**src/hw/rtl/pfm_pkg.sv**
```systemverilog
// ----------------------------------------------------------------------------
// Prime field ALU package
// Field constants, Barrett reduction constant and operation codes shared by
// the arithmetic unit, its sequencer and its checker.
// ----------------------------------------------------------------------------
`default_nettype none

package pfm_pkg;

  localparam int unsigned ElemW = 30;
  localparam int unsigned ExpW  = 31;
  localparam int unsigned OpW   = 3;

  localparam logic [ElemW-1:0] MODULUS    = 30'd998244353;
  localparam logic [ExpW-1:0]  INV_EXP    = 31'd998244351;
  localparam logic [ElemW-1:0] FIELD_ONE  = 30'd1;
  localparam logic [31:0]      MOD_X1     = 32'd998244353;
  localparam logic [31:0]      MOD_X2     = 32'd1996488706;
  localparam logic [30:0]      BARRETT_MU = 31'((64'd1 << 60) / 64'd998244353);

  localparam logic [OpW-1:0] OP_ADD = 3'd0;
  localparam logic [OpW-1:0] OP_SUB = 3'd1;
  localparam logic [OpW-1:0] OP_MUL = 3'd2;
  localparam logic [OpW-1:0] OP_POW = 3'd3;
  localparam logic [OpW-1:0] OP_INV = 3'd4;
  localparam logic [OpW-1:0] OP_DIV = 3'd5;

endpackage

`default_nettype wire

```
**src/hw/rtl/pfm_if.sv**
```systemverilog
// ----------------------------------------------------------------------------
// Prime field ALU channels
// Request and response channels with valid/ready handshake and payload.
// ----------------------------------------------------------------------------
`default_nettype none

interface pfm_req_if;
  logic        valid;
  logic        ready;
  logic [2:0]  operation;
  logic [29:0] operand_a;
  logic [29:0] operand_b;
  logic [30:0] exponent;

  modport source (output valid, operation, operand_a, operand_b, exponent, input ready);
  modport sink   (input valid, operation, operand_a, operand_b, exponent, output ready);
  modport mon    (input valid, ready, operation, operand_a, operand_b, exponent);
endinterface

interface pfm_rsp_if;
  logic        valid;
  logic        ready;
  logic [29:0] result;
  logic        zero_divisor;

  modport source (output valid, result, zero_divisor, input ready);
  modport sink   (input valid, result, zero_divisor, output ready);
  modport mon    (input valid, ready, result, zero_divisor);
endinterface

`default_nettype wire

```
**src/hw/rtl/pfm_modmul.sv**
```systemverilog
// ----------------------------------------------------------------------------
// Modular multiplier
// Five-stage pipelined Barrett multiplier modulo 998244353; the ALU keeps one
// product in flight at a time. done pulses when prod holds the reduced result.
// ----------------------------------------------------------------------------
`default_nettype none

module pfm_modmul
  import pfm_pkg::*;
(
  input  logic             clk,
  input  logic             rst,
  input  logic             start,
  input  logic [ElemW-1:0] x,
  input  logic [ElemW-1:0] y,
  output logic             done,
  output logic [ElemW-1:0] prod
);

  logic [4:0]       stage_vld;
  logic [59:0]      p;
  logic [30:0]      q3;
  logic [31:0]      qm;
  logic [31:0]      r;
  logic [59:0]      p_w;
  logic [61:0]      t_w;
  logic [60:0]      qm_w;
  logic [31:0]      r_w;
  logic [ElemW-1:0] prod_w;

  assign p_w  = 60'(x) * 60'(y);
  assign t_w  = p[59:29] * BARRETT_MU;
  assign qm_w = q3 * MODULUS;
  assign r_w  = p[31:0] - qm;

  always_comb begin
    if (r >= MOD_X2) begin
      prod_w = ElemW'(r - MOD_X2);
    end else if (r >= MOD_X1) begin
      prod_w = ElemW'(r - MOD_X1);
    end else begin
      prod_w = ElemW'(r);
    end
  end

  always_ff @(posedge clk) begin
    if (rst) begin
      stage_vld <= '0;
    end else begin
      stage_vld <= {stage_vld[3:0], start};
    end
    if (start)        p    <= p_w;
    if (stage_vld[0]) q3   <= t_w[61:31];
    if (stage_vld[1]) qm   <= qm_w[31:0];
    if (stage_vld[2]) r    <= r_w;
    if (stage_vld[3]) prod <= prod_w;
  end

  assign done = stage_vld[4];

endmodule

`default_nettype wire

```
**src/hw/rtl/prime_field_modular_alu.sv**
```systemverilog
// ----------------------------------------------------------------------------
// Prime field modular ALU
// Add, subtract, multiply, power, inverse and divide modulo 998244353.
// ----------------------------------------------------------------------------
// Add, subtract, zero divisors and unused codes go from accept to the done state,
// then into the output register. Multiply uses the single Barrett multiplier once;
// power squares and multiplies over the exponent bits from the LSB, inverse raises
// to the power 998244351, and divide multiplies the dividend by that inverse.
// One beat is in work at a time; the next is accepted once the result is
// registered. Synchronous reset returns the sequencer to idle with no result.
`default_nettype none

module prime_field_modular_alu
  import pfm_pkg::*;
(
  input  logic          clk,
  input  logic          rst,
  pfm_req_if.sink       req,
  pfm_rsp_if.source     rsp
);

  typedef enum logic [1:0] {S_IDLE, S_STEP, S_WAIT, S_DONE} state_t;
  typedef enum logic [1:0] {K_ACC, K_SQR, K_FIN} kind_t;

  state_t           state;
  kind_t            kind;
  logic [OpW-1:0]   op;
  logic [ElemW-1:0] a;
  logic [ElemW-1:0] acc;
  logic [ElemW-1:0] base;
  logic [ExpW-1:0]  e;
  logic [ElemW-1:0] res;
  logic             err;
  logic             mul_start;
  logic             mul_issue;
  logic [ElemW-1:0] mul_x;
  logic [ElemW-1:0] mul_y;
  logic             mul_done;
  logic [ElemW-1:0] mul_prod;
  logic             out_valid;
  logic [ElemW-1:0] out_result;
  logic             out_err;

  logic [ElemW-1:0] ra;
  logic [ElemW-1:0] rb;
  logic [ElemW:0]   sum_w;
  logic [ElemW-1:0] add_w;
  logic [ElemW-1:0] sub_w;

  assign ra    = (req.operand_a >= MODULUS) ? req.operand_a - MODULUS : req.operand_a;
  assign rb    = (req.operand_b >= MODULUS) ? req.operand_b - MODULUS : req.operand_b;
  assign sum_w = {1'b0, ra} + {1'b0, rb};
  assign add_w = (sum_w >= {1'b0, MODULUS}) ? ElemW'(sum_w - {1'b0, MODULUS})
                                            : ElemW'(sum_w);
  assign sub_w = (ra >= rb) ? ra - rb : ElemW'({1'b0, ra} + {1'b0, MODULUS} - {1'b0, rb});

  assign mul_issue = ((state == S_IDLE) && req.valid && (req.operation == OP_MUL))
                  || ((state == S_STEP) && ((e != '0) || (op == OP_DIV)));

  pfm_modmul u_modmul (
    .clk   (clk),
    .rst   (rst),
    .start (mul_start),
    .x     (mul_x),
    .y     (mul_y),
    .done  (mul_done),
    .prod  (mul_prod)
  );

  always_ff @(posedge clk) begin
    if (rst) begin
      state     <= S_IDLE;
      mul_start <= 1'b0;
      out_valid <= 1'b0;
    end else begin
      mul_start <= mul_issue;
      if ((state == S_DONE) && (!out_valid || rsp.ready)) begin
        out_valid <= 1'b1;
      end else if (out_valid && rsp.ready) begin
        out_valid <= 1'b0;
      end
      case (state)
        S_IDLE: begin
          if (req.valid) begin
            op  <= req.operation;
            a   <= ra;
            acc <= FIELD_ONE;
            err <= ((req.operation == OP_INV) && (ra == '0))
                || ((req.operation == OP_DIV) && (rb == '0));
            case (req.operation)
              OP_ADD: begin
                res   <= add_w;
                state <= S_DONE;
              end
              OP_SUB: begin
                res   <= sub_w;
                state <= S_DONE;
              end
              OP_MUL: begin
                mul_x     <= ra;
                mul_y     <= rb;
                kind      <= K_FIN;
                state     <= S_WAIT;
              end
              OP_POW: begin
                base  <= ra;
                e     <= req.exponent;
                state <= S_STEP;
              end
              OP_INV: begin
                if (ra == '0) begin
                  res   <= '0;
                  state <= S_DONE;
                end else begin
                  base  <= ra;
                  e     <= INV_EXP;
                  state <= S_STEP;
                end
              end
              OP_DIV: begin
                if (rb == '0) begin
                  res   <= '0;
                  state <= S_DONE;
                end else begin
                  base  <= rb;
                  e     <= INV_EXP;
                  state <= S_STEP;
                end
              end
              default: begin
                res   <= '0;
                state <= S_DONE;
              end
            endcase
          end
        end
        S_STEP: begin
          if (e == '0) begin
            if (op == OP_DIV) begin
              mul_x     <= acc;
              mul_y     <= a;
              kind      <= K_FIN;
              state     <= S_WAIT;
            end else begin
              res   <= acc;
              state <= S_DONE;
            end
          end else if (e[0]) begin
            mul_x     <= acc;
            mul_y     <= base;
            kind      <= K_ACC;
            state     <= S_WAIT;
          end else begin
            mul_x     <= base;
            mul_y     <= base;
            kind      <= K_SQR;
            state     <= S_WAIT;
          end
        end
        S_WAIT: begin
          if (mul_done) begin
            case (kind)
              K_ACC: begin
                acc   <= mul_prod;
                e     <= {e[ExpW-1:1], 1'b0};
                state <= S_STEP;
              end
              K_SQR: begin
                base  <= mul_prod;
                e     <= {1'b0, e[ExpW-1:1]};
                state <= S_STEP;
              end
              default: begin
                res   <= mul_prod;
                state <= S_DONE;
              end
            endcase
          end
        end
        S_DONE: begin
          if (!out_valid || rsp.ready) begin
            out_result <= res;
            out_err    <= err;
            state      <= S_IDLE;
          end
        end
        default: begin
          state <= S_IDLE;
        end
      endcase
    end
  end

  assign req.ready        = (state == S_IDLE);
  assign rsp.valid        = out_valid;
  assign rsp.result       = out_result;
  assign rsp.zero_divisor = out_err;

endmodule

`default_nettype wire

```
**src/flat_wrapper.sv**
```systemverilog
// flat-port wrapper written by rule: the top's interface ports become plain ports
module prime_field_modular_alu_flat import pfm_pkg::*;
  (clk, rst, req_valid, req_operation, req_operand_a, req_operand_b, req_exponent, req_ready, rsp_valid, rsp_result, rsp_zero_divisor, rsp_ready);
  pfm_req_if req_i ();
  pfm_rsp_if rsp_i ();
  input  logic clk;
  input  logic rst;
  input wire logic [$bits(req_i.valid)-1:0] req_valid;
  input wire logic [$bits(req_i.operation)-1:0] req_operation;
  input wire logic [$bits(req_i.operand_a)-1:0] req_operand_a;
  input wire logic [$bits(req_i.operand_b)-1:0] req_operand_b;
  input wire logic [$bits(req_i.exponent)-1:0] req_exponent;
  output wire logic [$bits(req_i.ready)-1:0] req_ready;
  output wire logic [$bits(rsp_i.valid)-1:0] rsp_valid;
  output wire logic [$bits(rsp_i.result)-1:0] rsp_result;
  output wire logic [$bits(rsp_i.zero_divisor)-1:0] rsp_zero_divisor;
  input wire logic [$bits(rsp_i.ready)-1:0] rsp_ready;
  assign req_i.valid = req_valid;
  assign req_i.operation = req_operation;
  assign req_i.operand_a = req_operand_a;
  assign req_i.operand_b = req_operand_b;
  assign req_i.exponent = req_exponent;
  assign req_ready = req_i.ready;
  assign rsp_valid = rsp_i.valid;
  assign rsp_result = rsp_i.result;
  assign rsp_zero_divisor = rsp_i.zero_divisor;
  assign rsp_i.ready = rsp_ready;
  prime_field_modular_alu u_core (.clk(clk), .rst(rst), .req(req_i), .rsp(rsp_i));
endmodule
```
**config.mk**
```make
export PLATFORM = sky130hd
export DESIGN_NAME = prime_field_modular_alu_flat
export DESIGN_NICKNAME = d
export VERILOG_FILES = /design/src/hw/rtl/pfm_pkg.sv /design/src/hw/rtl/pfm_if.sv /design/src/hw/rtl/pfm_modmul.sv /design/src/hw/rtl/prime_field_modular_alu.sv /design/src/flat_wrapper.sv
export SDC_FILE = /design/constraint.sdc
export NUM_CORES = 2
export LEC_CHECK = 0
export ABC_AREA = 1
export CAP_MARGIN = 20
export CORE_MARGIN = 2
export CORE_UTILIZATION = 60
export CTS_BUF_LIST = sky130_fd_sc_hd__clkbuf_16
export CTS_CLUSTER_SIZE = 28
export DETAILED_ROUTE_END_ITERATION = 16
export DONT_BUFFER_PORTS = 1
export PLACE_DENSITY = 0.76
export SLEW_MARGIN = 20
export SYNTH_ARGS = -nofsm -noshare
export SYNTH_HDL_FRONTEND = slang
export SYNTH_SLANG_ARGS = --single-unit
```
**constraint.sdc**
```tcl
create_clock -name clk -period 11.1 [get_ports clk]
set_input_delay 1.665 -clock clk [delete_from_list [all_inputs] [get_ports clk]]
set_output_delay 1.665 -clock clk [all_outputs]
set_load 0.01 [all_outputs]
```
Yosys cells after proc, flatten, opt, wreduce, memory -nomap -nowiden:

Cells that the tools add are included.

* register bits: 442
* input bits: 98
* output and inout bits: 33
* logic and storage cells: 166

* $add $sub $neg: 10
* multiply operators: 3
* magnitude comparators: 6
* equality and inequality tests: 28
* muxes and demuxes: 62
* bitwise logic cells: 1
* reductions and logical operators: 34

Operator list (count)
* $mux W30: 30
* $pmux W30 S2: 4
* $pmux W30 S3: 2
* $pmux W30 S5: 1
* $sub A30 B30 Y30 const B: 5
* $mux W31: 4
* $pmux W31 S2: 2
* $pmux W31 S3: 1
* $mul A31 B31 Y62 const B: 1
* $ge A30 B30 Y1 const B: 2
* $logic_not A30 Y1: 2
* $mul A30 B30 Y60: 1
* $sub A30 B30 Y30: 2
* $ge A32 B30 Y1 const B: 1
* $ge A32 B31 Y1 const B: 1
* $mul A31 B30 Y32 const B: 1
* $sub A32 B32 Y32: 1
* $add A30 B30 Y31: 1
* $ge A31 B30 Y1 const B: 1
* $logic_not A31 Y1: 1
* $reduce_bool A31 Y1: 1
* $add A30 B30 Y30 const B: 1
* $ge A30 B30 Y1: 1
* $mux W2: 10
* 27 further kinds: 67

Logic depth before layout (Yosys ltp):

* depth in word-level cells: 8
* gate-level depth with buffers: 38

By module:

A second synthesis with hierarchy kept.

* cell total of the unflattened synthesis: 10673
* area total of the unflattened synthesis: 80418.4 um^2

By module, submodules not included
* pfm_modmul: instances 1, cells an instance 7637, area each 58879.0 um^2
* prime_field_modular_alu: instances 1, cells an instance 3036, area each 21539.4 um^2

Worst setup path before layout:

Ideal clock, no wire load.

* kind: reg-to-reg
* start: register u_core.mul_y[3]
* end: register u_core.u_modmul.p[54], data pin
* library setup time: 0.252 ns
* arrival: 6.630 ns
* path slack: 4.218 ns
* cell stages (with the launch flop): 30
* buffers on the path: 1
* cell sequence: edfxtp_1 -> clkbuf_1 -> nand2_1 -> inv_1 -> fa_1 -> fa_1 -> fa_1 -> inv_1 -> fa_1 -> inv_1 -> fa_1 -> inv_1 -> fa_1 -> inv_1 -> fa_1 -> inv_1 -> fa_1 -> inv_1 -> ha_1 -> nand2_1 -> nor2_1 -> inv_1 -> o21ai_0 -> a21oi_1 -> o21ai_0 -> nand2_1 -> o21ai_0 -> nand2_1 -> nand3_1 -> nand2_1

* longest elaborated chain between the ends: 1

Ends and longest elaborated chain
* start, declared: RTL line prime_field_modular_alu.sv:37 `logic [ElemW-1:0] mul_y;`
* start signal, assigned: RTL line prime_field_modular_alu.sv:101 `mul_y <= rb;`
* start signal, assigned: RTL line prime_field_modular_alu.sv:150 `mul_y <= base;`
* start signal, assigned: RTL line prime_field_modular_alu.sv:155 `mul_y <= base;`
* $mul A30 B30 Y60: RTL line pfm_modmul.sv:31 `assign p_w = 60'(x) * 60'(y);`
* net u_core.u_modmul.p_w[54]: RTL line pfm_modmul.sv:25 `logic [59:0] p_w;`
* end signal, assigned: RTL line pfm_modmul.sv:52 `if (start) p <= p_w;`
* end, declared: RTL line pfm_modmul.sv:21 `logic [59:0] p;`

The timed path passes the listed nets, and every way through them passes these cells.
A chain may end at the register's enable or synchronous reset.

Worst setup path in the final report:

* start: register u_core.mul_x[13]
* end: register u_core.u_modmul.p[53], data pin

* longest elaborated chain between the ends: 1

Ends and longest elaborated chain
* start, declared: RTL line prime_field_modular_alu.sv:36 `logic [ElemW-1:0] mul_x;`
* start signal, assigned: RTL line prime_field_modular_alu.sv:100 `mul_x <= ra;`
* start signal, assigned: RTL line prime_field_modular_alu.sv:154 `mul_x <= base;`
* $mul A30 B30 Y60: RTL line pfm_modmul.sv:31
* net u_core.u_modmul.p_w[53]: RTL line pfm_modmul.sv:25

The timed path passes the listed nets, and every way through them passes these cells.

==> results.py <==
metrics = {
    "synth": {
        "synth-simple-area-share_pct": 16.3,
        "synth_flop_cell": "edfxtp_1",
        "syn_inst": 9304,
        "async_flop_share_pct": 0,
        "ys_types": 63,
        "syn_area_sq_um": 75300,
        "synth_mux_area_share_pct": 0,
        "avgSynthCellArea_sq_um": 8.10,
        "seq_area_frac_synth_pct": 17.5,
        "synth_seq_cells": 442,
        "synth_warnings": 0,
        "synthAdderAreaFrac_pct": 42.1,
        "synth_top_family_by_area": "adder cells",
        "syn_nets": 11300,
        "synth_compound_area_share_pct": 7.05,
        "synth_xor_area_share_pct": 3.07,
        "synth_edf_count": 433,
    },
    "worst_hold_path": {
        "min_path_type": "register to register",
    },
    "timing": {
        "rsz0062_at_grt": "false",
        "relSlewSlack_pct": 7.29,
        "finalCriticalPeriod_ns": 8.70,
        "clock-skew-final_ns": 0.0365,
        "maxSlewViolCount": 0,
        "hold_viol": 0,
        "period_share_pct": 78.4,
        "setup_violations": 0,
        "tightest_slew_ns": 1.38,
        "fmax_mhz": 115,
        "setup_tns_ns": 0,
    },
    "detailed_routing": {
        "wire_per_inst_um": 22.0,
        "ant_nets": 0,
        "via_per_inst": 5.72,
        "route.detailed.drc": 0,
        "vias": 62100,
        "first_iter_violations": 6474,
        "wl_mm": 239,
        "first_pass_iters": 7,
    },
    "setup_path": {
        "path_class": "register to register",
        "worstSetupStartpoint": "u_core.mul_x[13]$_DFFE_PP_",
        "required_ns": 11.48,
        "start_kind": "register",
        "reg2regPathDepth": 24,
        "worstSetupEndpoint": "u_core.u_modmul.p[53]$_DFFE_PP_",
        "reg2reg_setup_slack_ns": 2.40,
        "crit_fanout": 18,
        "reg2reg_from": "u_core.mul_x[13]$_DFFE_PP_",
        "cp-end-kind": "register",
        "r2r_end": "u_core.u_modmul.p[53]$_DFFE_PP_",
        "cp_data_arrival_time_ns": 9.08,
    },
    "flow_run": {
        "drv_cap": 0,
    },
    "global_route": {
        "grt_overflow": 0,
        "grt_max_degree": 88,
        "grt_usage_pct": 38.1,
        "first_global_vias": 62800,
        "antenna_found_initial": 7,
        "grt_pass1_wl_mm": 369,
    },
    "clock_tree": {
        "cts.repair.resized": 0,
        "hold_buffers": 0,
        "path_clk_slew_ns": 0.07,
        "cts_buffer_depth": 3,
        "clkLatencyLatePin_ns": 0.66,
        "cts.sinks": 442,
        "cts_tree": "done",
        "cts_setup_buffers": 0,
        "numCtsBuffers": 52,
        "clockRootBuffer": "clkbuf_16",
        "cts.htree.levels": 2,
    },
    "die": {
        "die_height_um": 358,
        "io_pins": 131,
        "initial_core_util_pct": 60.7,
        "core_sq_um": 124000,
        "std_cell_rows": 129,
        "die-width_um": 358,
        "dieArea_sq_um": 128000,
    },
    "layout": {
        "final_common_cell": "inv_1",
        "finalInstanceArea_sq_um": 78900,
        "drive_gt1_share_pct": 3.72,
        "nets": 11200,
        "layout.cells.most_common_list": "2438 x inv_1, 2018 x nand2_1, 1073 x fa_1",
        "syn2layout_area_growth_pct": 4.78,
    },
    "place": {
        "dpl-instance-area_sq_um": 77100,
        "place_congestion": 1.05,
        "place.port_buffers": 0,
        "dp_hpwl_mm": 201,
    },
    "outcome": {
        "status": "finished clean",
    },
}
## per-layer routing
metal / vias to the layer above / track usage [%] / part of all wire [%]
li1: 28000 / - / -
met1: 30300 / 54.0 / 41
met2: 3278 / 56.2 / 43
met3: 503 / 9.84 / 12
met4: 2 / 15.0 / 4.5
met5: - / 0 / 0.0038
## stage by stage
step	hold WS (ns)	instances	utilization [%]	worst slack, ns
2_1_floorplan	0.400	9304	-	4.22
3_3_place_gp	0.401	10800	62.1	2.72
3_5_place_dp	0.405	10800	62.1	2.76
4_1_cts	0.416	10900	63.5	2.73
5_1_grt	0.418	10900	63.6	2.19
6_report	0.414	10900	63.6	2.40
## worst min path at each step
| stage | startpoint | to | slack (ns) | depth (start not counted) |
|---|---|---|---|---|
| 2_1_floorplan | u_core.res[0]$_DFFE_PP_ | u_core.rsp.result[0]$_DFFE_PP_ | 0.40 | 0 |
| 3_3_place_gp | u_core.res[11]$_DFFE_PP_ | u_core.rsp.result[11]$_DFFE_PP_ | 0.40 | 0 |
| 3_5_place_dp | u_core.res[10]$_DFFE_PP_ | u_core.rsp.result[10]$_DFFE_PP_ | 0.40 | 0 |
| 4_1_cts | u_core.err$_DFFE_PP_ | u_core.rsp.zero_divisor$_DFFE_PP_ | 0.42 | 0 |
| 5_1_grt | u_core.err$_DFFE_PP_ | u_core.rsp.zero_divisor$_DFFE_PP_ | 0.42 | 0 |
| 6_report | u_core.err$_DFFE_PP_ | u_core.rsp.zero_divisor$_DFFE_PP_ | 0.41 | 0 |
## flip-flops by register name, indices dropped and copies added, names as in the netlist, 3 cells and up
register,flops
u_core.e,31
u_core.u_modmul.p,60
u_core.u_modmul.q3,31
u_core.base,30
u_core.mul_x,30
u_core.a,30
u_core.u_modmul.stage_vld,5
u_core.acc,30
u_core.mul_y,30
u_core.u_modmul.prod,30
u_core.rsp.result,30
u_core.u_modmul.r,32
u_core.op,3
u_core.u_modmul.qm,32
u_core.res,30
## synth_stat cells (17+ instances only)
| master | n | area [sq um] |
|---|---|---|
| inv_1 | 2432 | 9130 |
| nand2_1 | 2018 | 7570 |
| fa_1 | 1073 | 21500 |
| ha_1 | 820 | 10300 |
| nor2_1 | 470 | 1760 |
| edfxtp_1 | 433 | 13000 |
| o21ai_0 | 353 | 1770 |
| a21oi_1 | 336 | 1680 |
| nand3_1 | 258 | 1290 |
| clkbuf_1 | 243 | 912 |
| xor2_1 | 187 | 1640 |
| nor3_1 | 76 | 380 |
| xnor2_1 | 74 | 648 |
| nand4_1 | 64 | 400 |
| a31oi_1 | 60 | 375 |
| a22oi_1 | 30 | 225 |
| nor2_2 | 30 | 188 |
| inv_2 | 28 | 105 |
| nand2_2 | 24 | 150 |
| o22ai_1 | 23 | 144 |
| o21bai_1 | 20 | 150 |
| nor4_1 | 19 | 119 |
| o211ai_1 | 18 | 135 |
| buf_2 | 17 | 85.1 |
| o21ai_2 | 17 | 149 |
## final cells by class
class                      instances  area, sq um
clock inverter                    45          512
clock buffer                      52         1300
antenna                            4         10.0
inverter                        2465         9250
tap                             1637         2050
multi-input combinational       6108        51800
sequential                       442        13200
timing repair buffer             111          852
fill                           10700        45200
## worst max-delay path, cell delays in order, from the launching register on
cell	delay [ns]
edfxtp_1	1.10
buf_4	0.37
nand2_1	0.10
fa_1	0.52
fa_1	0.55
inv_1	0.06
fa_1	0.50
fa_1	0.57
fa_1	0.43
fa_1	0.46
fa_1	0.50
inv_1	0.07
fa_1	0.48
inv_1	0.05
ha_1	0.38
nand2_1	0.14
nor2_1	0.50
nand2_1	0.14
o21ai_0	0.73
nand2_1	0.11
nand3_1	0.27
nand2_1	0.08
nand2_1	0.10
a21oi_1	0.08
xnor2_1	0.13
## cells by family (layout without fill, tap and decap cells)
kind of cell,count (synthesis),in the layout
AND/OR/NAND/NOR,3006,3006
buffers and inverters,2754,2673
adder cells (fa/ha/maj),1893,1893
AO/OA/AOI/OAI,947,947
flip-flops,442,442
XOR/XNOR,262,262
other,0,4
Power is left out: the tool's default activity adds up to more than one toggle a clock period on the data nets, which glitch-free logic cannot reach.
